### src/hw/rtl/lspd_pkg.sv
// shared types and constants for the lsb stego payload deframer
package lspd_pkg;

    localparam int CARRIER_W        = 8;
    localparam int BYTE_W           = 8;
    localparam int WORD_W           = 32;
    localparam int IDX_W            = 5;
    localparam int LEN_W            = WORD_W - 1;
    localparam int MAGIC_W          = 16;
    localparam int MAGIC_LEN        = 2;
    localparam int MAGIC_BITS       = MAGIC_LEN * BYTE_W;
    localparam int MAX_EXT_LEN_DEF  = 16;

    typedef enum logic [2:0] {
        PH_MAGIC   = 3'd0,
        PH_EXT_LEN = 3'd1,
        PH_EXT     = 3'd2,
        PH_PAY_LEN = 3'd3,
        PH_PAY     = 3'd4,
        PH_IDLE    = 3'd5
    } t_phase;

    typedef enum logic [1:0] {
        KIND_EXT    = 2'd0,
        KIND_PAY    = 2'd1,
        KIND_STATUS = 2'd2
    } t_kind;

    typedef enum logic [1:0] {
        ST_OK         = 2'd0,
        ST_MAGIC_ERR  = 2'd1,
        ST_EXT_LONG   = 2'd2,
        ST_EMPTY_DONE = 2'd3
    } t_status;

    typedef struct packed {
        logic [CARRIER_W-1:0] carrier_byte;
        logic                 restart;
    } t_in_word;

    typedef struct packed {
        logic [BYTE_W-1:0] out_byte;
        t_kind             kind;
        t_status           status;
        logic              last;
    } t_result;

endpackage

### src/hw/rtl/lspd_in_stage.sv
// input register for carrier words
module lspd_in_stage (
    input  logic               i_clk,
    input  logic               i_rst_n,
    input  logic               i_s_tvalid,
    output logic               o_s_tready,
    input  lspd_pkg::t_in_word i_word,
    input  logic               i_advance,
    output logic               o_valid,
    output lspd_pkg::t_in_word o_word
);
    import lspd_pkg::*;

    logic     r_valid;
    t_in_word r_word;

    assign o_s_tready = !r_valid || i_advance;
    assign o_valid    = r_valid;
    assign o_word     = r_word;

    always_ff @(posedge i_clk) begin
        if (!i_rst_n) begin
            r_valid <= 1'b0;
        end else if (o_s_tready) begin
            r_valid <= i_s_tvalid;
        end
    end

    // payload needs no reset
    always_ff @(posedge i_clk) begin
        if (o_s_tready && i_s_tvalid) begin
            r_word <= i_word;
        end
    end

endmodule

### src/hw/rtl/lspd_frame_fsm.sv
// frame walker: bit gathering, phase tracking and result generation
module lspd_frame_fsm #(
    parameter int MAX_EXT_LEN = lspd_pkg::MAX_EXT_LEN_DEF
) (
    input  logic                         i_clk,
    input  logic                         i_rst_n,
    input  logic                         i_cfg_we,
    input  logic [lspd_pkg::MAGIC_W-1:0] i_cfg_wdata,
    input  logic                         i_take,
    input  lspd_pkg::t_in_word           i_word,
    output logic                         o_res_valid,
    output lspd_pkg::t_result            o_res
);
    import lspd_pkg::*;

    localparam int EXT_W = $clog2(MAX_EXT_LEN + 1);

    t_phase              r_phase,   n_phase;
    logic [IDX_W-1:0]    r_bit_idx, n_bit_idx;
    logic [WORD_W-1:0]   r_acc,     n_acc;
    logic [LEN_W-1:0]    r_cnt,     n_cnt;
    logic [EXT_W-1:0]    r_ext_len, n_ext_len;
    logic [LEN_W-1:0]    r_pay_len, n_pay_len;
    logic [MAGIC_W-1:0]  r_magic;

    // state as seen after an optional restart
    t_phase              c_phase;
    logic [IDX_W-1:0]    c_idx;
    logic [WORD_W-1:0]   c_acc;
    logic [LEN_W-1:0]    c_cnt;
    logic [WORD_W-1:0]   acc_new;
    logic [LEN_W-1:0]    cnt_inc;
    logic                done;
    logic                magic_bad;
    logic                ext_long;
    logic                ext_zero;
    logic                pay_empty;
    logic                ext_end;
    logic                pay_end;

    always_comb begin
        if (i_word.restart) begin
            c_phase = PH_MAGIC;
            c_idx   = '0;
            c_acc   = '0;
            c_cnt   = '0;
        end else begin
            c_phase = r_phase;
            c_idx   = r_bit_idx;
            c_acc   = r_acc;
            c_cnt   = r_cnt;
        end
    end

    assign acc_new   = c_acc | (WORD_W'(i_word.carrier_byte[0]) << c_idx);
    assign cnt_inc   = c_cnt + LEN_W'(1);
    assign magic_bad = acc_new[MAGIC_BITS-1:0] != r_magic[MAGIC_BITS-1:0];
    assign ext_long  = acc_new > WORD_W'(MAX_EXT_LEN);
    assign ext_zero  = acc_new == '0;
    assign pay_empty = (acc_new == '0) || acc_new[WORD_W-1];
    assign ext_end   = cnt_inc >= LEN_W'(r_ext_len);
    assign pay_end   = cnt_inc >= r_pay_len;

    always_comb begin
        unique case (c_phase)
            PH_EXT_LEN, PH_PAY_LEN: done = c_idx == IDX_W'(WORD_W - 1);
            PH_MAGIC:               done = c_idx == IDX_W'(MAGIC_BITS - 1);
            PH_EXT, PH_PAY:         done = c_idx == IDX_W'(BYTE_W - 1);
            default:                done = 1'b0;
        endcase
    end

    // next state
    always_comb begin
        n_phase   = c_phase;
        n_bit_idx = c_idx;
        n_acc     = c_acc;
        n_cnt     = c_cnt;
        n_ext_len = r_ext_len;
        n_pay_len = r_pay_len;
        if (c_phase != PH_IDLE) begin
            if (!done) begin
                n_bit_idx = c_idx + IDX_W'(1);
                n_acc     = acc_new;
            end else begin
                n_bit_idx = '0;
                n_acc     = '0;
                unique case (c_phase)
                    PH_MAGIC: begin
                        n_phase = magic_bad ? PH_IDLE : PH_EXT_LEN;
                    end
                    PH_EXT_LEN: begin
                        n_ext_len = acc_new[EXT_W-1:0];
                        n_cnt     = '0;
                        if (ext_long) begin
                            n_phase = PH_IDLE;
                        end else if (ext_zero) begin
                            n_phase = PH_PAY_LEN;
                        end else begin
                            n_phase = PH_EXT;
                        end
                    end
                    PH_EXT: begin
                        if (ext_end) begin
                            n_phase = PH_PAY_LEN;
                            n_cnt   = '0;
                        end else begin
                            n_cnt   = cnt_inc;
                        end
                    end
                    PH_PAY_LEN: begin
                        n_pay_len = acc_new[LEN_W-1:0];
                        n_cnt     = '0;
                        n_phase   = pay_empty ? PH_IDLE : PH_PAY;
                    end
                    PH_PAY: begin
                        n_cnt = cnt_inc;
                        if (pay_end) begin
                            n_phase = PH_IDLE;
                        end
                    end
                    default: begin
                        n_phase = PH_IDLE;
                    end
                endcase
            end
        end
    end

    // result
    always_comb begin
        o_res_valid     = 1'b0;
        o_res.out_byte  = '0;
        o_res.kind      = KIND_STATUS;
        o_res.status    = ST_OK;
        o_res.last      = 1'b0;
        if (c_phase != PH_IDLE && done) begin
            unique case (c_phase)
                PH_MAGIC: begin
                    o_res_valid  = magic_bad;
                    o_res.status = ST_MAGIC_ERR;
                    o_res.last   = 1'b1;
                end
                PH_EXT_LEN: begin
                    o_res_valid  = ext_long;
                    o_res.status = ST_EXT_LONG;
                    o_res.last   = 1'b1;
                end
                PH_EXT: begin
                    o_res_valid    = 1'b1;
                    o_res.out_byte = acc_new[BYTE_W-1:0];
                    o_res.kind     = KIND_EXT;
                end
                PH_PAY_LEN: begin
                    o_res_valid  = pay_empty;
                    o_res.status = ST_EMPTY_DONE;
                    o_res.last   = 1'b1;
                end
                PH_PAY: begin
                    o_res_valid    = 1'b1;
                    o_res.out_byte = acc_new[BYTE_W-1:0];
                    o_res.kind     = KIND_PAY;
                    o_res.last     = pay_end;
                end
                default: begin
                    o_res_valid = 1'b0;
                end
            endcase
        end
    end

    always_ff @(posedge i_clk) begin
        if (!i_rst_n) begin
            r_phase   <= PH_MAGIC;
            r_bit_idx <= '0;
            r_acc     <= '0;
            r_cnt     <= '0;
            r_ext_len <= '0;
            r_pay_len <= '0;
        end else if (i_take) begin
            r_phase   <= n_phase;
            r_bit_idx <= n_bit_idx;
            r_acc     <= n_acc;
            r_cnt     <= n_cnt;
            r_ext_len <= n_ext_len;
            r_pay_len <= n_pay_len;
        end
    end

    always_ff @(posedge i_clk) begin
        if (!i_rst_n) begin
            r_magic <= '0;
        end else if (i_cfg_we) begin
            r_magic <= i_cfg_wdata;
        end
    end

endmodule

### src/hw/rtl/lspd_out_stage.sv
// result register toward the master side
module lspd_out_stage (
    input  logic              i_clk,
    input  logic              i_rst_n,
    input  logic              i_load,
    input  logic              i_res_valid,
    input  lspd_pkg::t_result i_res,
    output logic              o_ready,
    output logic              o_m_tvalid,
    input  logic              i_m_tready,
    output lspd_pkg::t_result o_res
);
    import lspd_pkg::*;

    logic    r_valid;
    t_result r_res;

    assign o_ready    = !r_valid || i_m_tready;
    assign o_m_tvalid = r_valid;
    assign o_res      = r_res;

    always_ff @(posedge i_clk) begin
        if (!i_rst_n) begin
            r_valid <= 1'b0;
        end else if (i_load) begin
            r_valid <= i_res_valid;
        end else if (i_m_tready) begin
            r_valid <= 1'b0;
        end
    end

    always_ff @(posedge i_clk) begin
        if (i_load && i_res_valid) begin
            r_res <= i_res;
        end
    end

endmodule

### src/hw/rtl/lsb_stego_payload_deframer_core.sv
// top level of the lsb stego payload deframer
// an accepted word is held in the input register; its result is registered in the result register once that can take it
// throughput: one carrier word per cycle while the decoded side takes results, set by the input and result registers
// words that close no field give no result and only advance the bit counter and gather their bit
// reset: synchronous active-low i_rst_n returns to the magic phase, clears counters,
// lengths and the magic register, and empties both register stages
module lsb_stego_payload_deframer_core #(
    parameter int MAX_EXT_LEN = lspd_pkg::MAX_EXT_LEN_DEF
) (
    input  logic                         i_clk,
    input  logic                         i_rst_n,
    // magic word register, first character in the low byte
    input  logic                         i_cfg_we,
    input  logic [lspd_pkg::MAGIC_W-1:0] i_cfg_wdata,
    // carrier side
    input  logic                         i_s_tvalid,
    output logic                         o_s_tready,
    input  logic [7:0]                   i_s_tdata,  // [7:0] carrier_byte
    input  logic [0:0]                   i_s_tuser,  // [0] restart
    // decoded side
    output logic                         o_m_tvalid,
    input  logic                         i_m_tready,
    output logic [7:0]                   o_m_tdata,  // [7:0] out_byte
    output logic [3:0]                   o_m_tuser,  // [1:0] kind, [3:2] status
    output logic                         o_m_tlast
);
    import lspd_pkg::*;

    t_in_word in_word;
    t_in_word st_word;
    logic     st_valid;
    logic     out_ready;
    logic     take;
    logic     res_valid;
    t_result  res;
    t_result  out_res;

    assign in_word.carrier_byte = i_s_tdata;
    assign in_word.restart      = i_s_tuser[0];

    // the held word is processed whenever the result register can take its outcome
    assign take = st_valid && out_ready;

    lspd_in_stage u_in (
        .i_clk      (i_clk),
        .i_rst_n    (i_rst_n),
        .i_s_tvalid (i_s_tvalid),
        .o_s_tready (o_s_tready),
        .i_word     (in_word),
        .i_advance  (out_ready),
        .o_valid    (st_valid),
        .o_word     (st_word)
    );

    // phase walk, bit gathering and result selection, all in one combinational pass
    lspd_frame_fsm #(
        .MAX_EXT_LEN (MAX_EXT_LEN)
    ) u_fsm (
        .i_clk       (i_clk),
        .i_rst_n     (i_rst_n),
        .i_cfg_we    (i_cfg_we),
        .i_cfg_wdata (i_cfg_wdata),
        .i_take      (take),
        .i_word      (st_word),
        .o_res_valid (res_valid),
        .o_res       (res)
    );

    // result register keeps a finished word while the next carrier word arrives
    lspd_out_stage u_out (
        .i_clk       (i_clk),
        .i_rst_n     (i_rst_n),
        .i_load      (take),
        .i_res_valid (res_valid),
        .i_res       (res),
        .o_ready     (out_ready),
        .o_m_tvalid  (o_m_tvalid),
        .i_m_tready  (i_m_tready),
        .o_res       (out_res)
    );

    assign o_m_tdata = out_res.out_byte;
    assign o_m_tuser = {out_res.status, out_res.kind};
    assign o_m_tlast = out_res.last;

endmodule
### config.mk
export PLATFORM = sky130hd
export DESIGN_NAME = lsb_stego_payload_deframer_core
export DESIGN_NICKNAME = d
export VERILOG_FILES = /design/src/hw/rtl/lspd_pkg.sv /design/src/hw/rtl/lspd_in_stage.sv /design/src/hw/rtl/lspd_frame_fsm.sv /design/src/hw/rtl/lspd_out_stage.sv /design/src/hw/rtl/lsb_stego_payload_deframer_core.sv
export SDC_FILE = /design/constraint.sdc
export NUM_CORES = 1
export LEC_CHECK = 0
export ABC_AREA = 1
export BUFFER_PORTS_ARGS = -buffer_cell sky130_fd_sc_hd__buf_2
export CORE_AREA = 2 2 115 229
export CTS_CLUSTER_SIZE = 40
export DETAILED_ROUTE_END_ITERATION = 12
export DIE_AREA = 0 0 117 231
export PLACE_DENSITY_LB_ADDON = 0.08
export SYNTH_ARGS = -nofsm -noshare
export SYNTH_HDL_FRONTEND = slang
export SYNTH_SLANG_ARGS = --single-unit
### constraint.sdc
create_clock -name i_clk -period 8.5 [get_ports i_clk]
set_input_delay 1.275 -clock i_clk [delete_from_list [all_inputs] [get_ports i_clk]]
set_output_delay 1.275 -clock i_clk [all_outputs]
set_load 0.005 [all_outputs]
Yosys cells after proc, flatten, opt, wreduce, memory -nomap -nowiden
Cells that the tools add are included.

$add $sub $neg: 2. Muxes and demuxes: 29. Eq/ne operators: 9. Bitwise operators: 1. Reductions and logical operators: 17. Order comparisons: 3. Shift-type cells: 1.

Operator list (number): $mux 31 (4); $mux 32 (3); $pmux 31 s3 (1); $gt 32x5->1 const B (1); $logic_not 32->1 (1); $or 32x32->32 (1); $shl 1x5->32 (1); $add 31x1->31 const B (1); $ge 31x31->1 (1); $ge 31x5->1 (1); $mux 3 (7); $pmux 10 s2 (1); $ne 16x16->1 (1); $mux 5 (3); $pmux 3 s5 (1); $reduce_and 4->1 (2); $eq 3x2->1 const B (2); $pmux 2 s3 (1); $add 5x1->5 const B (1); $eq 5x3->1 const B (1); $eq 5x4->1 const B (1); $eq 5x5->1 const B (1); $mux 1 (5); $logic_and 1x1->1 (4); other kinds (12) (16).

Logic and storage cells: 77. Register bits: 140. Input port bits: 30.

Depth between registers and ports, before layout
Depth in word-level cells: 9. Mapped depth: 27.

By module
A second synthesis with hierarchy kept.

Cell total of the unflattened synthesis: 1474. Area, all modules: 9406.5 um^2.

Modules (own cells, without submodules): lspd_frame_fsm (instances 1, seq. area each 2462.4 um^2, cells each 1434, area each 8632.0 um^2); lspd_out_stage (instances 1, seq. area each 410.4 um^2, cells each 22, area each 445.4 um^2); lspd_in_stage (instances 1, seq. area each 290.3 um^2, cells each 16, area each 321.6 um^2); lsb_stego_payload_deframer_core (instances 1, seq. area each 0.0 um^2, cells each 2, area each 7.5 um^2).

Least setup slack after synthesis
No wires, ideal clock.

Path kind: reg2reg. Start: reg u_in.r_word, in the netlist u_in.o_word[0]. End: reg u_out.r_res, in the netlist u_out.o_res[0] (data pin). Path slack: 5509 ps. Required time: 8348 ps. Arrival: 2839 ps. Cell stages (with the launch flop): 24. Buffers on the path: 3. Clock period less this slack: 2991 ps. Cells stage by stage: edfxtp_1 -> buf_6 -> inv_4 -> buf_12 -> buf_8 -> nand3_2 -> nor2_1 -> nand2_1 -> nor2_1 -> nand2_1 -> nor2_1 -> xnor2_1 -> inv_1 -> ha_1 -> nand4_1 -> nor4_1 -> nand3_1 -> nor2_1 -> nand4_1 -> nand2_1 -> nor2_1 -> nand3_1 -> nand2_1 -> a31oi_1.

Cells in the longest elaborated chain, start to end: 5. Elaborated cells between the ends (all ways): 20.

RTL lines: from (decl) (RTL line lspd_in_stage.sv:15) `t_in_word r_word;`; from (signal assigned) (RTL line lspd_in_stage.sv:32) `r_word <= i_word;`; parallel branches: the longest is 5 deep, another holds $add 31x1->31; to (signal assigned) (RTL line lspd_out_stage.sv:34) `r_res <= i_res;`; to (decl) (RTL line lspd_out_stage.sv:16) `t_result r_res;`.

Parallel ways; which one is timed is not known. A chain may end at the register's enable or synchronous reset.

Worst setup path in the final report
Start: reg u_in.r_word, in the netlist u_in.o_word[0]. End: reg u_out.r_res, in the netlist u_out.o_res[11], enable pin.

Cells in the longest elaborated chain, start to end: 8. Elaborated cells between the ends (all ways): 25.

RTL lines: parallel branches: the longest is 6 deep, another holds $gt 32x5->1; $mux 1 (*) (RTL line lspd_frame_fsm.sv:137) `if (c_phase != PH_IDLE && done) begin`; $logic_and 1x1->1 (*) (RTL line lspd_out_stage.sv:33) `if (i_load && i_res_valid) begin`.

Mark *: on every way between the ends.

==> metrics.yaml <==
drive_above_1_share_pct: 8.30
die_w_microns: 117
cts.clk_slew.worst_paths_ns: 0.06
io_pins: 45
cp.required_ns: 8.61
tightestPinTransition_ns: 1.23
syn_to_final_growth_pct: 10.7
hold_class: "reg -> reg"
core_area_sq_mm: 0.0254
period_share_pct: 55.5
relSlewSlack_pct: 18.1
grt_use_met1_pct: 29.4
avgViaCountPerCell: 5.23
use_met3_pct: 2.57
drt_wl_total_microns: 29900
dp_hpwl_microns: 21400
ctsResizeCount: 0
peakVddDrop_mv: 0.135
switchingPower_uw: 432
worst_setup_path_end_kind: "flop"
combPwrFrac_pct: 9.4
powerDensity_mw_per_mm2: 164
slew_viol_final: 0
die_area_sq_mm: 0.0270
layout_min_cycle_time_ns: 4.71
postLayoutCoreUtil_pct: 39.0
use_met2_pct: 39.3
fin_setup_tns_ns: 0
status: "completed"
track_usage_pct: 23.1
syn-cell-area_sq_mm: 0.00896
cts_tree: "yes"
die_h_microns: 231
p_leak_uw: 0.00404
grt_overflow_total: 0
layout.nets: 1419
drtAntennaViolNets: 0
avgSynthCellArea_sq_um: 6.59
fillers: 2792
synth_edf_count: 15
ys.warnings.count: 0
grt_pass1_wl_microns: 47200
antenna_found_initial: 0
fmax_mhz: 212
first_pass_iters: 5
ys_seq_area_share_pct: 33.0
layout_commonest_cell: "nand2_1"
avgRoutedWirePerCell_microns: 17.5
path_class: "reg -> reg"
synth_cell_type_count: 41
grt_busiest_layer: "met2"
ctsLongestPathBuffers: 2
drt_iter0_markers: 527
async_flop_share_pct: 0
swShare_pct: 26.6
p_seq_share_pct: 42.9
vias: 8961
drcViolationCount: 0
cts_root_buffer: "clkbuf_16"
cts_made_buffers: 17
syn_nets: 1419
postCtsSetupBuffers: 0
synth-seq-cells: 140
cp-start-kind: "flop"
synth_ff_type: "dfxtp_1"
setup_viol: 0
power_frac_clock_pct: 47.7
row_count: 83
io_buffer_count: 37
rsz0062_at_grt: "false"
place.gp.congestion: 0.891
cts_sinks: 140
htreeDepth: 4
start_util_pct: 35.2
clock_latency_ns: 0.45
layout_common_cells: "nand2_1, inv_1, nor2_1"
holdBufCountCts: 0
grt_max_degree: 78
grt_pass1_vias: 8616
hold_viol: 0
worstPathArrival_ns: 4.82
crit_path_max_fanout: 74
fin_skew_ns: 0.00835
max-cap-violations: 0
netlist_instances: 1360
diodes: 0
p_int_uw: 1190
## critical path, stage by stage, from the launching register on
cell and delay, ns:
edfxtp_1 0.42, inv_4 0.67, nand2_1 0.37, nor3_1 0.36
nand3_1 0.17, o21ai_0 0.83, xor2_1 0.13, inv_1 0.09
nand4_1 0.10, nor2_1 0.11, nand2_1 0.10, nand2_1 0.07
nand2_1 0.06, o21ai_0 0.46, inv_1 0.39
## per-stage QoR
| step | worst slack [ns] | hold slack, ns | cells | instance area, sq um | total power, uW |
|---|---|---|---|---|---|
| 3_3_place_gp | 3.69 | 0.451 | 1681 | 9320 | 862 |
| 6_report | 3.79 | 0.466 | 1713 | 9920 | 1620 |
| 4_1_cts | 3.75 | 0.469 | 1713 | 9920 | 1640 |
| 3_5_place_dp | 3.75 | 0.457 | 1681 | 9320 | 863 |
| 5_1_grt | 3.28 | 0.485 | 1713 | 9920 | 1690 |
| 2_1_floorplan | 5.51 | 0.428 | 1360 | 8960 | 821 |
## cells in the mapped netlist (7+ instances only)
cell type,n,area (sq um)
nand3b_1,7,52.6
xnor2_1,13,114
o211ai_1,12,90.1
inv_1,160,601
o221ai_1,8,70.1
xor2_1,13,114
nand2_1,305,1140
nand4_1,12,75.1
a31oi_1,21,131
a21oi_1,123,616
nor2_1,158,593
clkbuf_1,46,173
o2111ai_1,27,236
edfxtp_1,15,450
ha_1,29,363
nor3_1,17,85.1
dfxtp_1,125,2500
nor2_2,13,81.3
o21ai_0,106,531
nand3_1,95,475
## final timing paths
check | startpoint | end | slack [ns] | cells after the start
worst max-delay path | u_in.o_word[0] | u_out.o_res[11] | 3.79 | 14
worst min-delay path | u_fsm.r_pay_len[29] | u_fsm.r_pay_len[29] | 0.47 | 2
worst max register to register | u_in.o_word[0] | u_out.o_res[11] | 3.79 | 14
worst min register to register | u_fsm.r_pay_len[29] | u_fsm.r_pay_len[29] | 0.47 | 2
## per-layer routing
layer | up-vias | wire, microns
met5 | - | 0
met4 | 0 | 770
met3 | 40 | 1180
met2 | 225 | 15000
met1 | 4166 | 13000
li1 | 4530 | -
## power groups by stage
stage / combinational, uW / sequential [uW] / clock, uW
floorplan: 115 / 706 / 0
global placement: 151 / 710 / 0
detailed placement: 153 / 710 / 0
CTS: 154 / 696 / 794
global route: 173 / 698 / 817
finish: 153 / 696 / 775
## state kept, by name, indices dropped and copies added, names as in the netlist
| name | cells |
|---|---|
| u_in.o_word | 2 |
| u_fsm.r_phase | 3 |
| u_out.o_m_tvalid | 1 |
| u_fsm.r_ext_len | 5 |
| u_fsm.r_acc | 32 |
| u_fsm.r_bit_idx | 5 |
| u_out.o_res | 13 |
| u_fsm.r_cnt | 31 |
| u_fsm.r_pay_len | 31 |
| u_fsm.r_magic | 16 |
| u_in.o_valid | 1 |
## logic make-up after synthesis
kind of cell             share of synthesized area, %
AO/OA/AOI/OAI                                    19.3
XOR/XNOR                                         2.54
adder cells (fa/ha/maj)                          4.05
buffers and inverters                            10.6
flip-flops                                       33.0
AND/OR/NAND/NOR                                  30.5
## layout make-up
type / count / area (sq um) / share of cell area [%]
clock inverters: 8 / 109 / 1.10
multi-input cells: 988 / 5060 / 51.0
inverters: 168 / 633 / 6.38
repair buffers: 45 / 245 / 2.47
flip-flops and latches: 140 / 2950 / 29.8
clock buffers: 24 / 492 / 4.96
well taps: 340 / 425 / 4.29
Note: power is estimated with default switching activity, not from simulation.
